## src/rtl/pffrs_pkg.sv

```systemverilog
// ----------------------------------------------------------------------------
// pffrs_pkg
// shared types and constants of the page fault frequency resident set
// ----------------------------------------------------------------------------
package pffrs_pkg;

    localparam int PAGE_W    = 6;
    localparam int WIN_W     = 16;
    localparam int CNT_OUT_W = 7;
    localparam int CHUNK_W   = 8;
    localparam int CHUNK_LG  = 3;
    localparam logic [WIN_W-1:0] WIN_RESET = 16'd4;

    typedef enum logic [1:0] {
        S_IDLE  = 2'b01,
        S_SWEEP = 2'b10
    } t_state;

    typedef struct packed {
        logic accept;
        logic sweep;
        logic load;
    } t_cmd;

    typedef struct packed {
        logic need_sweep;
        logic last_chunk;
    } t_status;

endpackage

```

## src/rtl/pffrs_if.sv

```systemverilog
// ----------------------------------------------------------------------------
// pffrs_if
// valid/ready channels for page references and results
// ----------------------------------------------------------------------------
interface pffrs_in_if;
    logic                          valid;
    logic                          ready;
    logic [pffrs_pkg::PAGE_W-1:0]  page_number;

    modport source (output valid, output page_number, input ready);
    modport sink   (input valid, input page_number, output ready);
endinterface

interface pffrs_out_if;
    logic                            valid;
    logic                            ready;
    logic                            fault;
    logic [pffrs_pkg::CNT_OUT_W-1:0] evicted_count;
    logic [pffrs_pkg::CNT_OUT_W-1:0] resident_count;
    logic                            overflow;

    modport source (output valid, output fault, output evicted_count,
                    output resident_count, output overflow, input ready);
    modport sink   (input valid, input fault, input evicted_count,
                    input resident_count, input overflow, output ready);
endinterface

```

## src/rtl/pffrs_ctrl.sv

```systemverilog
// ----------------------------------------------------------------------------
// pffrs_ctrl
// controller: accepts words, runs the eviction sweep, owns result valid
// ----------------------------------------------------------------------------
module pffrs_ctrl (
    input  logic                i_clk,
    input  logic                i_rst_n,
    input  logic                i_in_valid,
    input  logic                i_out_ready,
    input  pffrs_pkg::t_status  i_status,
    output logic                o_in_ready,
    output logic                o_out_valid,
    output pffrs_pkg::t_cmd     o_cmd
);

    pffrs_pkg::t_state r_state, n_state;
    logic              r_out_valid, n_out_valid;
    logic              accept;

    assign o_in_ready = (r_state == pffrs_pkg::S_IDLE) && (!r_out_valid || i_out_ready);
    assign accept     = i_in_valid && o_in_ready;

    always_comb begin
        o_cmd.accept = accept;
        o_cmd.sweep  = (r_state == pffrs_pkg::S_SWEEP);
        o_cmd.load   = (accept && !i_status.need_sweep) ||
                       ((r_state == pffrs_pkg::S_SWEEP) && i_status.last_chunk);
    end

    always_comb begin
        n_state = r_state;
        case (r_state)
            pffrs_pkg::S_IDLE: begin
                if (accept && i_status.need_sweep) begin
                    n_state = pffrs_pkg::S_SWEEP;
                end
            end
            pffrs_pkg::S_SWEEP: begin
                if (i_status.last_chunk) begin
                    n_state = pffrs_pkg::S_IDLE;
                end
            end
            default: n_state = pffrs_pkg::S_IDLE;
        endcase
    end

    always_comb begin
        n_out_valid = r_out_valid;
        if (o_cmd.load) begin
            n_out_valid = 1'b1;
        end else if (r_out_valid && i_out_ready) begin
            n_out_valid = 1'b0;
        end
    end

    always_ff @(posedge i_clk) begin
        if (!i_rst_n) begin
            r_state     <= pffrs_pkg::S_IDLE;
            r_out_valid <= 1'b0;
        end else begin
            r_state     <= n_state;
            r_out_valid <= n_out_valid;
        end
    end

    assign o_out_valid = r_out_valid;

endmodule

```

## src/rtl/pffrs_dp.sv

```systemverilog
// ----------------------------------------------------------------------------
// pffrs_dp
// datapath: resident and referenced bitmaps, counters, chunked eviction
// ----------------------------------------------------------------------------
module pffrs_dp #(
    parameter int NUM_PAGES = 64,
    parameter int DIST_BITS = 17
) (
    input  logic                              i_clk,
    input  logic                              i_rst_n,
    input  pffrs_pkg::t_cmd                   i_cmd,
    input  logic [pffrs_pkg::PAGE_W-1:0]      i_page,
    input  logic                              i_cfg_we,
    input  logic [pffrs_pkg::WIN_W-1:0]       i_cfg_wdata,
    output pffrs_pkg::t_status                o_status,
    output logic                              o_fault,
    output logic [pffrs_pkg::CNT_OUT_W-1:0]   o_evicted_count,
    output logic [pffrs_pkg::CNT_OUT_W-1:0]   o_resident_count,
    output logic                              o_overflow
);

    localparam int NCH   = (NUM_PAGES + pffrs_pkg::CHUNK_W - 1) / pffrs_pkg::CHUNK_W;
    localparam int CHK_W = (NCH > 1) ? $clog2(NCH) : 1;
    localparam int IDX_W = CHK_W + pffrs_pkg::CHUNK_LG;
    localparam int EXT_W = (IDX_W > pffrs_pkg::PAGE_W) ? IDX_W : pffrs_pkg::PAGE_W;
    localparam int CNT_W = $clog2(NUM_PAGES + 1);
    localparam int OUT_X = (CNT_W > pffrs_pkg::CNT_OUT_W) ? CNT_W : pffrs_pkg::CNT_OUT_W;
    localparam int SW    = (DIST_BITS > pffrs_pkg::WIN_W) ? DIST_BITS : pffrs_pkg::WIN_W;
    localparam int POP_W = pffrs_pkg::CHUNK_LG + 1;

    typedef logic [NCH-1:0][pffrs_pkg::CHUNK_W-1:0] t_map;

    t_map                          r_res, n_res;
    t_map                          r_ref, n_ref;
    logic [CNT_W-1:0]              r_total, n_total;
    logic [DIST_BITS-1:0]          r_since, n_since;
    logic [pffrs_pkg::WIN_W-1:0]   r_window;
    logic [CHK_W-1:0]              r_chunk, n_chunk;
    logic [IDX_W-1:0]              r_page, n_page;
    logic [CNT_W-1:0]              r_evict, n_evict;
    logic                          r_o_fault, r_o_ovf;
    logic [CNT_W-1:0]              r_o_evict, r_o_total;

    logic [EXT_W-1:0]              page_ext;
    logic [IDX_W-1:0]              idx;
    logic                          in_range;
    logic                          hit;
    logic                          last;
    logic [pffrs_pkg::CHUNK_W-1:0] ev;
    logic [POP_W-1:0]              pop;
    logic [CNT_W-1:0]              sum;
    logic [OUT_X-1:0]              ev_x, tot_x;

    assign page_ext = EXT_W'(i_page);
    assign idx      = page_ext[IDX_W-1:0];
    assign in_range = (32'(i_page) < 32'(NUM_PAGES));
    assign hit      = in_range &&
                      r_res[idx[IDX_W-1:pffrs_pkg::CHUNK_LG]][idx[pffrs_pkg::CHUNK_LG-1:0]];
    assign last     = (r_chunk == CHK_W'(NCH - 1));

    assign o_status.need_sweep = in_range && !hit && (SW'(r_since) > SW'(r_window));
    assign o_status.last_chunk = last;

    // unreferenced residents in the current chunk
    always_comb begin
        ev  = r_res[r_chunk] & ~r_ref[r_chunk];
        pop = '0;
        for (int b = 0; b < pffrs_pkg::CHUNK_W; b++) begin
            pop = pop + POP_W'(ev[b]);
        end
        sum = r_evict + CNT_W'(pop);
    end

    always_comb begin
        n_res   = r_res;
        n_ref   = r_ref;
        n_total = r_total;
        n_since = r_since;
        n_chunk = r_chunk;
        n_page  = r_page;
        n_evict = r_evict;
        if (i_cmd.accept) begin
            n_page  = idx;
            n_chunk = '0;
            n_evict = '0;
            if (in_range) begin
                if (hit) begin
                    n_ref[idx[IDX_W-1:pffrs_pkg::CHUNK_LG]][idx[pffrs_pkg::CHUNK_LG-1:0]] = 1'b1;
                    if (r_since != '1) begin
                        n_since = r_since + 1'b1;
                    end
                end else if (!o_status.need_sweep) begin
                    n_ref = '0;
                    n_res[idx[IDX_W-1:pffrs_pkg::CHUNK_LG]][idx[pffrs_pkg::CHUNK_LG-1:0]] = 1'b1;
                    n_total = r_total + 1'b1;
                    n_since = DIST_BITS'(1);
                end
            end
        end
        if (i_cmd.sweep) begin
            n_res[r_chunk] = r_res[r_chunk] & r_ref[r_chunk];
            n_evict        = sum;
            n_chunk        = r_chunk + 1'b1;
            if (last) begin
                n_ref = '0;
                n_res[r_page[IDX_W-1:pffrs_pkg::CHUNK_LG]][r_page[pffrs_pkg::CHUNK_LG-1:0]] = 1'b1;
                n_total = r_total - sum + 1'b1;
                n_since = DIST_BITS'(1);
            end
        end
    end

    always_ff @(posedge i_clk) begin
        if (!i_rst_n) begin
            r_res    <= '0;
            r_ref    <= '0;
            r_total  <= '0;
            r_since  <= DIST_BITS'(1);
            r_window <= pffrs_pkg::WIN_RESET;
            r_chunk  <= '0;
        end else begin
            r_res   <= n_res;
            r_ref   <= n_ref;
            r_total <= n_total;
            r_since <= n_since;
            r_chunk <= n_chunk;
            if (i_cfg_we) begin
                r_window <= i_cfg_wdata;
            end
        end
    end

    always_ff @(posedge i_clk) begin
        r_page  <= n_page;
        r_evict <= n_evict;
        if (i_cmd.load) begin
            r_o_fault <= i_cmd.sweep || !hit;
            r_o_ovf   <= i_cmd.accept && !in_range;
            r_o_evict <= i_cmd.sweep ? sum : '0;
            r_o_total <= n_total;
        end
    end

    assign ev_x  = OUT_X'(r_o_evict);
    assign tot_x = OUT_X'(r_o_total);

    assign o_fault          = r_o_fault;
    assign o_overflow       = r_o_ovf;
    assign o_evicted_count  = ev_x[pffrs_pkg::CNT_OUT_W-1:0];
    assign o_resident_count = tot_x[pffrs_pkg::CNT_OUT_W-1:0];

endmodule

```

## src/rtl/page_fault_frequency_resident_set.sv

```systemverilog
// ----------------------------------------------------------------------------
// page_fault_frequency_resident_set
// resident page set kept under the page fault frequency policy
//
//   channel   dir   handshake      payload
//   i_item    in    valid/ready    page_number
//   o_result  out   valid/ready    fault, evicted_count, resident_count, overflow
//   cfg       in    i_cfg_we       i_cfg_wdata (window_limit)
//
// hits, pages beyond the store and faults inside the window are answered without a sweep
// a fault past the window sweeps the bitmaps, 8 pages a cycle
// one result register; a new word is taken while the held result drains
// reset is synchronous and empties the set, window_limit returns to 4
// ----------------------------------------------------------------------------
module page_fault_frequency_resident_set #(
    parameter int NUM_PAGES = 64,
    parameter int DIST_BITS = 17
) (
    input  logic                          i_clk,
    input  logic                          i_rst_n,
    pffrs_in_if.sink                      i_item,
    pffrs_out_if.source                   o_result,
    input  logic                          i_cfg_we,
    input  logic [pffrs_pkg::WIN_W-1:0]   i_cfg_wdata
);

    pffrs_pkg::t_cmd    cmd;
    pffrs_pkg::t_status status;
    logic               in_ready;
    logic               out_valid;

    pffrs_ctrl u_ctrl (
        .i_clk       (i_clk),
        .i_rst_n     (i_rst_n),
        .i_in_valid  (i_item.valid),
        .i_out_ready (o_result.ready),
        .i_status    (status),
        .o_in_ready  (in_ready),
        .o_out_valid (out_valid),
        .o_cmd       (cmd)
    );

    pffrs_dp #(
        .NUM_PAGES (NUM_PAGES),
        .DIST_BITS (DIST_BITS)
    ) u_dp (
        .i_clk            (i_clk),
        .i_rst_n          (i_rst_n),
        .i_cmd            (cmd),
        .i_page           (i_item.page_number),
        .i_cfg_we         (i_cfg_we),
        .i_cfg_wdata      (i_cfg_wdata),
        .o_status         (status),
        .o_fault          (o_result.fault),
        .o_evicted_count  (o_result.evicted_count),
        .o_resident_count (o_result.resident_count),
        .o_overflow       (o_result.overflow)
    );

    assign i_item.ready   = in_ready;
    assign o_result.valid = out_valid;

endmodule

```

## src/flat_wrapper.sv

```systemverilog
// flat-port wrapper written by rule: the top's interface ports become plain ports
module page_fault_frequency_resident_set_flat 
#(
    parameter int NUM_PAGES = 64,
    parameter int DIST_BITS = 17
)
  (i_clk, i_rst_n, i_cfg_we, i_cfg_wdata, i_item_valid, i_item_page_number, i_item_ready, o_result_valid, o_result_fault, o_result_evicted_count, o_result_resident_count, o_result_overflow, o_result_ready);
  pffrs_in_if i_item_i ();
  pffrs_out_if o_result_i ();
  input  logic i_clk;
  input  logic i_rst_n;
  input  logic i_cfg_we;
  input  logic [pffrs_pkg::WIN_W-1:0] i_cfg_wdata;
  input wire logic [$bits(i_item_i.valid)-1:0] i_item_valid;
  input wire logic [$bits(i_item_i.page_number)-1:0] i_item_page_number;
  output wire logic [$bits(i_item_i.ready)-1:0] i_item_ready;
  output wire logic [$bits(o_result_i.valid)-1:0] o_result_valid;
  output wire logic [$bits(o_result_i.fault)-1:0] o_result_fault;
  output wire logic [$bits(o_result_i.evicted_count)-1:0] o_result_evicted_count;
  output wire logic [$bits(o_result_i.resident_count)-1:0] o_result_resident_count;
  output wire logic [$bits(o_result_i.overflow)-1:0] o_result_overflow;
  input wire logic [$bits(o_result_i.ready)-1:0] o_result_ready;
  assign i_item_i.valid = i_item_valid;
  assign i_item_i.page_number = i_item_page_number;
  assign i_item_ready = i_item_i.ready;
  assign o_result_valid = o_result_i.valid;
  assign o_result_fault = o_result_i.fault;
  assign o_result_evicted_count = o_result_i.evicted_count;
  assign o_result_resident_count = o_result_i.resident_count;
  assign o_result_overflow = o_result_i.overflow;
  assign o_result_i.ready = o_result_ready;
  page_fault_frequency_resident_set #(.NUM_PAGES(NUM_PAGES), .DIST_BITS(DIST_BITS)) u_core (.i_clk(i_clk), .i_rst_n(i_rst_n), .i_item(i_item_i), .o_result(o_result_i), .i_cfg_we(i_cfg_we), .i_cfg_wdata(i_cfg_wdata));
endmodule
```

## config.mk

```make
export PLATFORM = sky130hd
export DESIGN_NAME = page_fault_frequency_resident_set_flat
export DESIGN_NICKNAME = d
export VERILOG_FILES = /design/src/rtl/pffrs_pkg.sv /design/src/rtl/pffrs_if.sv /design/src/rtl/pffrs_ctrl.sv /design/src/rtl/pffrs_dp.sv /design/src/rtl/page_fault_frequency_resident_set.sv /design/src/flat_wrapper.sv
export SDC_FILE = /design/constraint.sdc
export NUM_CORES = 1
export LEC_CHECK = 0
export ABC_AREA = 1
export BUFFER_PORTS_ARGS = -buffer_cell sky130_fd_sc_hd__buf_2
export CORE_MARGIN = 2
export CORE_UTILIZATION = 35
export DETAILED_ROUTE_END_ITERATION = 8
export GPL_ROUTABILITY_DRIVEN = 0
export PLACE_DENSITY = 0.55
export SYNTH_ARGS = -nofsm -noshare
export SYNTH_HDL_FRONTEND = slang
export SYNTH_HIERARCHICAL = 1
export SYNTH_SLANG_ARGS = --single-unit
```

## constraint.sdc

```tcl
create_clock -name i_clk -period 13.3 [get_ports i_clk]
set_clock_uncertainty 0.15 [all_clocks]
set_input_delay 1.995 -clock i_clk [delete_from_list [all_inputs] [get_ports i_clk]]
set_output_delay 1.995 -clock i_clk [all_outputs]
set_load 0.1 [all_outputs]
```

==> impl_metrics.ini <==
[status]
status = finished clean

[min_path]
hold_depth = 2
min_to = u_core/u_dp/r_window[13]
hp-start = u_core/u_dp/r_window[13]
hold_class = flip-flop to flip-flop

[yosys]
yosys_register_bits = 202
yosysUniqueCellTypes = 43
synth_area_leaders = dfxtp_1 (29%), nand2_1 (11%), nor2_1 (8.2%)
synth_area_per_cell_um2 = 6.79
synthesis.area_um2 = 12000
syn-num-nets = 1839
ys_seq_area_frac = 0.360
postSynthCellCount = 1769
yosysTopAreaCell = dfxtp_1
yosysWarnings = 6
synth_top_area_frac = 0.290

[sta]
fin_crit_ps = 6340
setup_viol = 0
tns_ps = 0
tightest_slew_ps = 1260
final_max_slew_viol_count = 0
max_freq_mhz = 158
timing.final.crit_share = 0.477
whs_ps = 310
relSlewSlack = 0.151
hold_viol_final = 0
grt_setup_unrepaired = no

[critical_path]
timing.rr.end = u_core/u_dp/o_resident_count[6]
crit_top_cell = inv_1
max_stage_delay_ps = 540
cp.arrival_ps = 6460
reg2regPathDepth = 25
endpoint_kind = flip-flop
cp-start-kind = flip-flop
crit_slowest_cell = fa_1
crit_type = flip-flop to flip-flop
cp_data_required_time_ps = 13420
rr_startpoint = u_core/u_dp/r_chunk[0]
ff2ff_setup_slack_ps = 6960
crit_path_max_fanout = 11

[final_layout]
diodes = 0
area_growth_pct = 11.7
seq_area_um2 = 4320
fin_nets = 1827
n_fill_cell = 3586
drive_gt1_frac = 0.0631
multi_input_area_um2 = 6420

[pwr]
internal-power_uw = 1330
ir_drop_uv = 81.8
power_density_nw_per_um2 = 155
combPwrFrac = 0.253
power_frac_seq = 0.366
total_power_uw = 2070
p_leak_uw = 0.00560
power_frac_clock = 0.381
switching_share = 0.358
power.switching_uw = 742

[cts]
clk-insertion-delay-late_ps = 540
ctsHoldBuffers = 0
cts_sinks = 202
clock_path_buffers = 3
cts_tree = done
ctsResizeCount = 0
clk_pin_slew_ps = 60
cts_setup_buffers = 0
cts_made_buffers = 25
cts_max_level = 1
cts_root_buffer = clkbuf_16

[floorplanning]
ios = 45
row_count = 67
dieHeight_um = 189
core_um2 = 33700
die_area_um2 = 35800
start_util = 0.356
fp.dieW_um = 189

[placement]
dp_hpwl_um = 31600
portBuffers = 43

[flow_run]
cap_violations = 0

[global_route]
grt_pass1_wl_um = 68200
antenna_found_initial = 0
grt.total_usage = 0.243
grt_pass1_vias = 11600
globalRouteOverflowTotal = 0
grt_max_degree = 79

[routing]
drt_iter0_markers = 1608
vias = 12600
final_antenna_net_count = 0
drc = 0
wl_per_cell_um = 19.8
dr.pass1.iters = 7
via_per_inst = 5.67
wirelength_um = 44000
critical path: cells and delay by family (launching register included):
kind	cells	cell delay [ps]
AOI/OAI and AO/OA	6	1270
xor gates and xnor gates	1	220
buffers and inverters	7	770
DFF	1	470
and+or+nand+nor	4	450
adders and majority gates	7	2740
per-layer routing:
metal / vias to the layer above / part of all wire / GRT usage
met3: 113 / 0.10 / 0.0599
met5: - / 0 / 0
met4: 0 / 0.041 / 0.0978
li1: 5937 / - / -
met2: 659 / 0.42 / 0.357
met1: 5885 / 0.44 / 0.340
flip-flops by register name, summed over array words and instances (netlist names):
signal / flops
u_core/u_dp/r_ref: 64
u_core/u_dp/r_res: 64
u_core/u_dp/r_since: 17
u_core/u_dp/r_window: 16
u_core/u_dp/o_evicted_count: 7
u_core/u_dp/o_resident_count: 7
u_core/u_dp/r_evict: 7
u_core/u_dp/r_total: 7
u_core/u_dp/r_page: 6
u_core/u_dp/r_chunk: 3
u_core/u_ctrl/r_state: 2
u_core/u_ctrl/o_out_valid: 1
u_core/u_dp/o_fault: 1
synth_stat cells, drive strengths merged:
| master | instances |
|---|---|
| a211oi | 3 |
| a21oi | 124 |
| a221oi | 70 |
| a22o | 7 |
| a22oi | 14 |
| a31o | 3 |
| a31oi | 3 |
| a32oi | 1 |
| and3 | 2 |
| buf | 30 |
| clkbuf | 59 |
| clkinv | 2 |
| conb | 1 |
| dfxtp | 174 |
| edfxtp | 28 |
| fa | 6 |
| ha | 37 |
| inv | 231 |
| nand2 | 359 |
| nand3 | 68 |
| nand3b | 2 |
| nand4 | 20 |
| nor2 | 268 |
| nor3 | 33 |
| nor3b | 1 |
| nor4 | 2 |
| o2111a | 2 |
| o2111ai | 2 |
| o211ai | 5 |
| o21ai | 123 |
| o22ai | 74 |
| or2 | 1 |
| xnor2 | 3 |
| xor2 | 11 |
area by class of cell:
type,count,share of cell area
tap,448,0.0418
inverter,233,0.0652
sequential,202,0.322
clock buffer,30,0.0544
clock inverter,15,0.0173
timing repair buffer,50,0.0200
multi-input combinational,1245,0.479
kinds of logic after synthesis:
group	synth area share
AO/OA/AOI/OAI	0.219
XOR/XNOR	0.0102
flip-flops	0.360
buffers and inverters	0.106
adder cells (fa/ha/maj)	0.0486
AND/OR/NAND/NOR	0.256
other	0.000312
layout by cell type (no fill, tap or decap), types with 3 or more instances in the layout:
master,synthesis,routed
a31oi_1,3,3
nor3_1,33,33
edfxtp_1,28,28
clkinv_2,0,4
nand4_1,20,20
inv_1,229,226
nand3_1,66,66
buf_2,18,43
a21oi_1,124,124
buf_4,6,7
inv_2,2,5
a221oi_1,70,70
a31o_2,3,3
o21ai_1,10,10
xnor2_1,3,3
a211oi_1,3,3
fa_1,6,6
clkinv_1,2,4
o21ai_0,113,113
o211ai_1,5,5
nor2_1,261,260
xor2_1,11,11
dfxtp_1,174,174
ha_1,37,37
clkbuf_16,0,29
nand2_1,358,358
a22o_1,7,7
nor2_2,6,6
o22ai_1,74,74
a22oi_1,14,14
bufinv_16,0,6
how the worst max path moves through the flow:
stage | cells past startpoint | from | slack, ps | endpoint
2_1_floorplan | 3 | o_result_ready | 6800 | i_item_ready
3_3_place_gp | 28 | u_core/u_dp/r_chunk[2] | 7200 | u_core/u_dp/o_resident_count[6]
3_5_place_dp | 23 | u_core/u_dp/r_chunk[0] | 7040 | u_core/u_dp/o_resident_count[5]
4_1_cts | 25 | u_core/u_dp/r_chunk[0] | 7020 | u_core/u_dp/o_resident_count[6]
5_1_grt | 28 | u_core/u_dp/r_chunk[2] | 6500 | u_core/u_dp/o_resident_count[6]
6_report | 25 | u_core/u_dp/r_chunk[0] | 6960 | u_core/u_dp/o_resident_count[6]
metrics by stage:
step / utilization / instances / setup WS, ps / cell area [um2]
final: 0.398 / 2223 / 6960 / 13400
after detailed placement: 0.369 / 2178 / 7040 / 12400
after floorplan: - / 1769 / 6800 / 12000
after CTS: 0.398 / 2223 / 7020 / 13400
after global routing: 0.398 / 2223 / 6500 / 13400
after global placement: 0.369 / 2178 / 7200 / 12400
power by group through the flow:
| stage | logic, uW | clock network [uW] | registers [uW] |
|---|---|---|---|
| 6_report | 525 | 789 | 759 |
| 5_1_grt | 578 | 826 | 765 |
| 4_1_cts | 520 | 802 | 757 |
| 3_5_place_dp | 518 | 0 | 769 |
| 3_3_place_gp | 513 | 0 | 770 |
| 2_1_floorplan | 325 | 0 | 834 |
Note: power is estimated with default switching activity, not from simulation.
